<file path="config.mk">
export PLATFORM = sky130hd
export DESIGN_NAME = skt_ram
export DESIGN_NICKNAME = d
export VERILOG_FILES = /design/src/skt_ram.sv
export SDC_FILE = /design/constraint.sdc
export NUM_CORES = 2
export LEC_CHECK = 0
export BUFFER_PORTS_ARGS = -buffer_cell sky130_fd_sc_hd__buf_2
export CAP_MARGIN = 20
export CORE_MARGIN = 4
export CORE_UTILIZATION = 25
export CTS_CLUSTER_DIAMETER = 80
export DETAILED_ROUTE_END_ITERATION = 10
export PLACE_DENSITY = 0.44
export RECOVER_POWER = 50
export SLEW_MARGIN = 20
export SYNTH_ARGS = -nofsm -noshare
export SYNTH_HDL_FRONTEND = slang
export SYNTH_SLANG_ARGS = --single-unit
</file>
<file path="constraint.sdc">
create_clock -name clk -period 5.2 [get_ports clk]
set_clock_uncertainty 0.05 [all_clocks]
set_input_delay 0 -clock clk [delete_from_list [all_inputs] [get_ports clk]]
set_output_delay 0 -clock clk [all_outputs]
set_load 0.02 [all_outputs]
</file>
<file path="src/skt_ram.sv">
// Simple dual-port table memory with one write port and a registered read port.
module skt_ram #(
  parameter int unsigned DEPTH = 64,
  parameter int unsigned WIDTH = 64
) (
  input  logic                     clk,
  input  logic                     we,
  input  logic [$clog2(DEPTH)-1:0] waddr,
  input  logic [WIDTH-1:0]         wdata,
  input  logic [$clog2(DEPTH)-1:0] raddr,
  output logic [WIDTH-1:0]         rdata
);

  logic [WIDTH-1:0] mem [DEPTH];

  always_ff @(posedge clk) begin
    if (we) begin
      mem[waddr] <= wdata;
    end
  end

  always_ff @(posedge clk) begin
    rdata <= mem[raddr];
  end

endmodule

</file>
==> out/results.txt <==
CP Data Required Time: 5.65 ns
syn avg cell area: 23.7 um2
Clock power frac: 0.426
Routed Antenna Nets: 0
Clock Path Buffers: 4
CTS tree: yes
vias in the first global route: 77500
failing checks: capacitance limit, slew limit
syn_nets: 6676
std cell rows: 290
Final min period: 4.14 ns
Resized Gates After CTS: 0
commonest non-fill, non-tap cell in the layout: edfxtp_1
core area: 623000 um2
die area: 638000 um2
Int Power: 55600 uW
PwrDens: 386 nW/um2
measured slew at the worst slew-check pin: 3.67 ns
design area: 184000 um2
Slew headroom: -1.45
I/O Buffers: 141
latest clock arrival within the worst-skew pair: 1.03 ns
Fin. Hold Viols: 0
placed inst area: 169000 um2
first-pass GRT wire length: 664 mm
Crit Path Max Fanout: 33
clk slew on worst S/H paths: 0.06 ns
Seq/Total Area, Yosys: 0.795
TritonCTS buffer count: 431
DR WL/cell: 30.6 um
CP arrival: 4.58 ns
hold_ws: 0.109 ns
fill count: 60600
Top-Level Pins: 142
status: finished, violations left
# clock sinks: 4160
synth warn: 0
Worst setup EP type: flip-flop
Reg2Reg Depth: 5
worst hold path class: in -> reg
RSZ-0062 raised after global routing: no
sw frac: 0.218
layout cells sized above 1: 0.276
Setup CP Type: in -> reg
switching power: 15500 uW
Slew Limit Fails: 4203
top cells by area, synth: edfxtp_1 79%, mux4_2 15%, mux2i_1 0.86%
fin crit share: 0.796
most frequent cells in the layout: 4096 x edfxtp_1, 1024 x mux4_2, 436 x clkbuf_16
Cell Area, Synth: 156000 um2
area of the multi-input gates: 30800 um2
initial antenna violation count: 72
crit path launch type: input port
Initial DRC Count: 7460
HPWL after detailed placement: 265 mm
Root Buffer Master: clkbuf_16
DR pass1 iterations: 7
Starting Density: 0.251
largest net degree at the start of global routing: 91
FF/Latch Area: 124000 um2
maxcap violations: 66
Static Leak: 0.0557 uW
total track usage: 0.149
maximum vdd drop: 0.300 mV
DRC viols: 0
gpl congestion: 0.735
Seq pwr share: 0.526
f_max: 242 MHz
combinational share of power: 0.048
layout net count: 7226
Yosys top cell area share: 0.787
htree depth: 5
Area Growth Syn to Fin: 17.6%
routed vias: 74400
overall power: 71100 uW
Yosys cell types: 33
largest area contributor in the netlist: edfxtp_1
Fin Setup TNS: 0 ns
number of synthesized register bits: 4160
die width: 799 um
cells after synthesis: 6598
drt total wl: 485 mm
grt ovf: 0
worst hold path depth: 5
Finish-stage setup viols: 0
die height: 799 um
Via density: 4.69
[through the flow]
stage	std cells	util	setup WS, ns
final	15900	0.295	1.06
after global routing	15800	0.295	1.00
after CTS	15800	0.295	1.79
after detailed placement	15000	0.272	1.37
after global placement	15000	0.272	1.37
after floorplan	6598	-	1.12
[kinds of logic (layout without fill, tap and decap cells)]
logic type	after synthesis	count (layout)	share of synthesized area
muxes	1159	1159	0.156
and+or+nand+nor	386	386	0.0124
other	0	18	0
buffers and inverters	389	1311	0.0118
AOI/OAI and AO/OA	504	504	0.0248
DFF	4160	4160	0.795
[cells in the mapped netlist (all sizes together)]
cell        n
nand4       2
dfxtp      64
a41oi      26
and3       64
o221ai     38
nor2      112
and2        3
nand3      45
a31o        1
a211oi     63
o22ai      83
edfxtp   4096
buf       230
or3b        1
a2bb2oi    19
nand3b      2
nand2      58
mux2i     135
nand4b      1
nor3        2
a31oi      18
mux4     1024
clkbuf    140
a22o       88
nand2b     11
nor2b      28
or3        29
or2        28
inv        19
a22oi     168
[critical path, stage by stage]
cell and delay (ns):
dlygate4sd3_1 0.64, clkbuf_1 0.24, nor2b_1 0.26, nand4b_1 0.52, nor2_4 0.27, clkbuf_1 2.59
[power by group through the flow]
stage          Combinational [uW]  Sequential (uW)  Clock [uW]
3_3_place_gp                 3390            38100           0
5_1_grt                      3630            37400       32500
3_5_place_dp                 3430            38100           0
4_1_cts                      3500            37400       31200
6_report                     3390            37400       30300
2_1_floorplan                1730            38000           0
[sequential cells by signal, indices dropped and copies added (netlist names)]
name	flops
mem	4096
rdata	64
[layer usage]
metal,track usage,part of all wire,up-vias
li1,-,-,29700
met1,0.201,0.43,41900
met2,0.255,0.50,2257
met3,0.0200,0.051,583
met4,0.0319,0.022,18
met5,0,0.00022,-
[worst paths after layout]
| check | from | endpoint | slack, ns |
|---|---|---|---|
| worst max register to register | mem[11][32] | rdata[32] | 2.80 |
| worst min-delay path | raddr[3] | rdata[33] | 0.11 |
| worst max-delay path | waddr[4] | mem[52][29] | 1.06 |
| worst min register to register | mem[55][50] | rdata[50] | 0.81 |
[cell type report]
class / count / share of cell area
Sequential cell: 4160 / 0.676
Antenna cell: 18 / 0.000245
Clock inverter: 236 / 0.0114
Multi-Input combinational cell: 2049 / 0.167
Tap cell: 8322 / 0.0566
Timing Repair Buffer: 487 / 0.0244
Inverter: 19 / 0.000388
Clock buffer: 569 / 0.0638
[timing repair]
item	CTS	global route
setup buffers	0	0
hold endpoints to repair	4371	0
hold buffers	77	0
No activity file was read; power rests on OpenSTA's default activity.
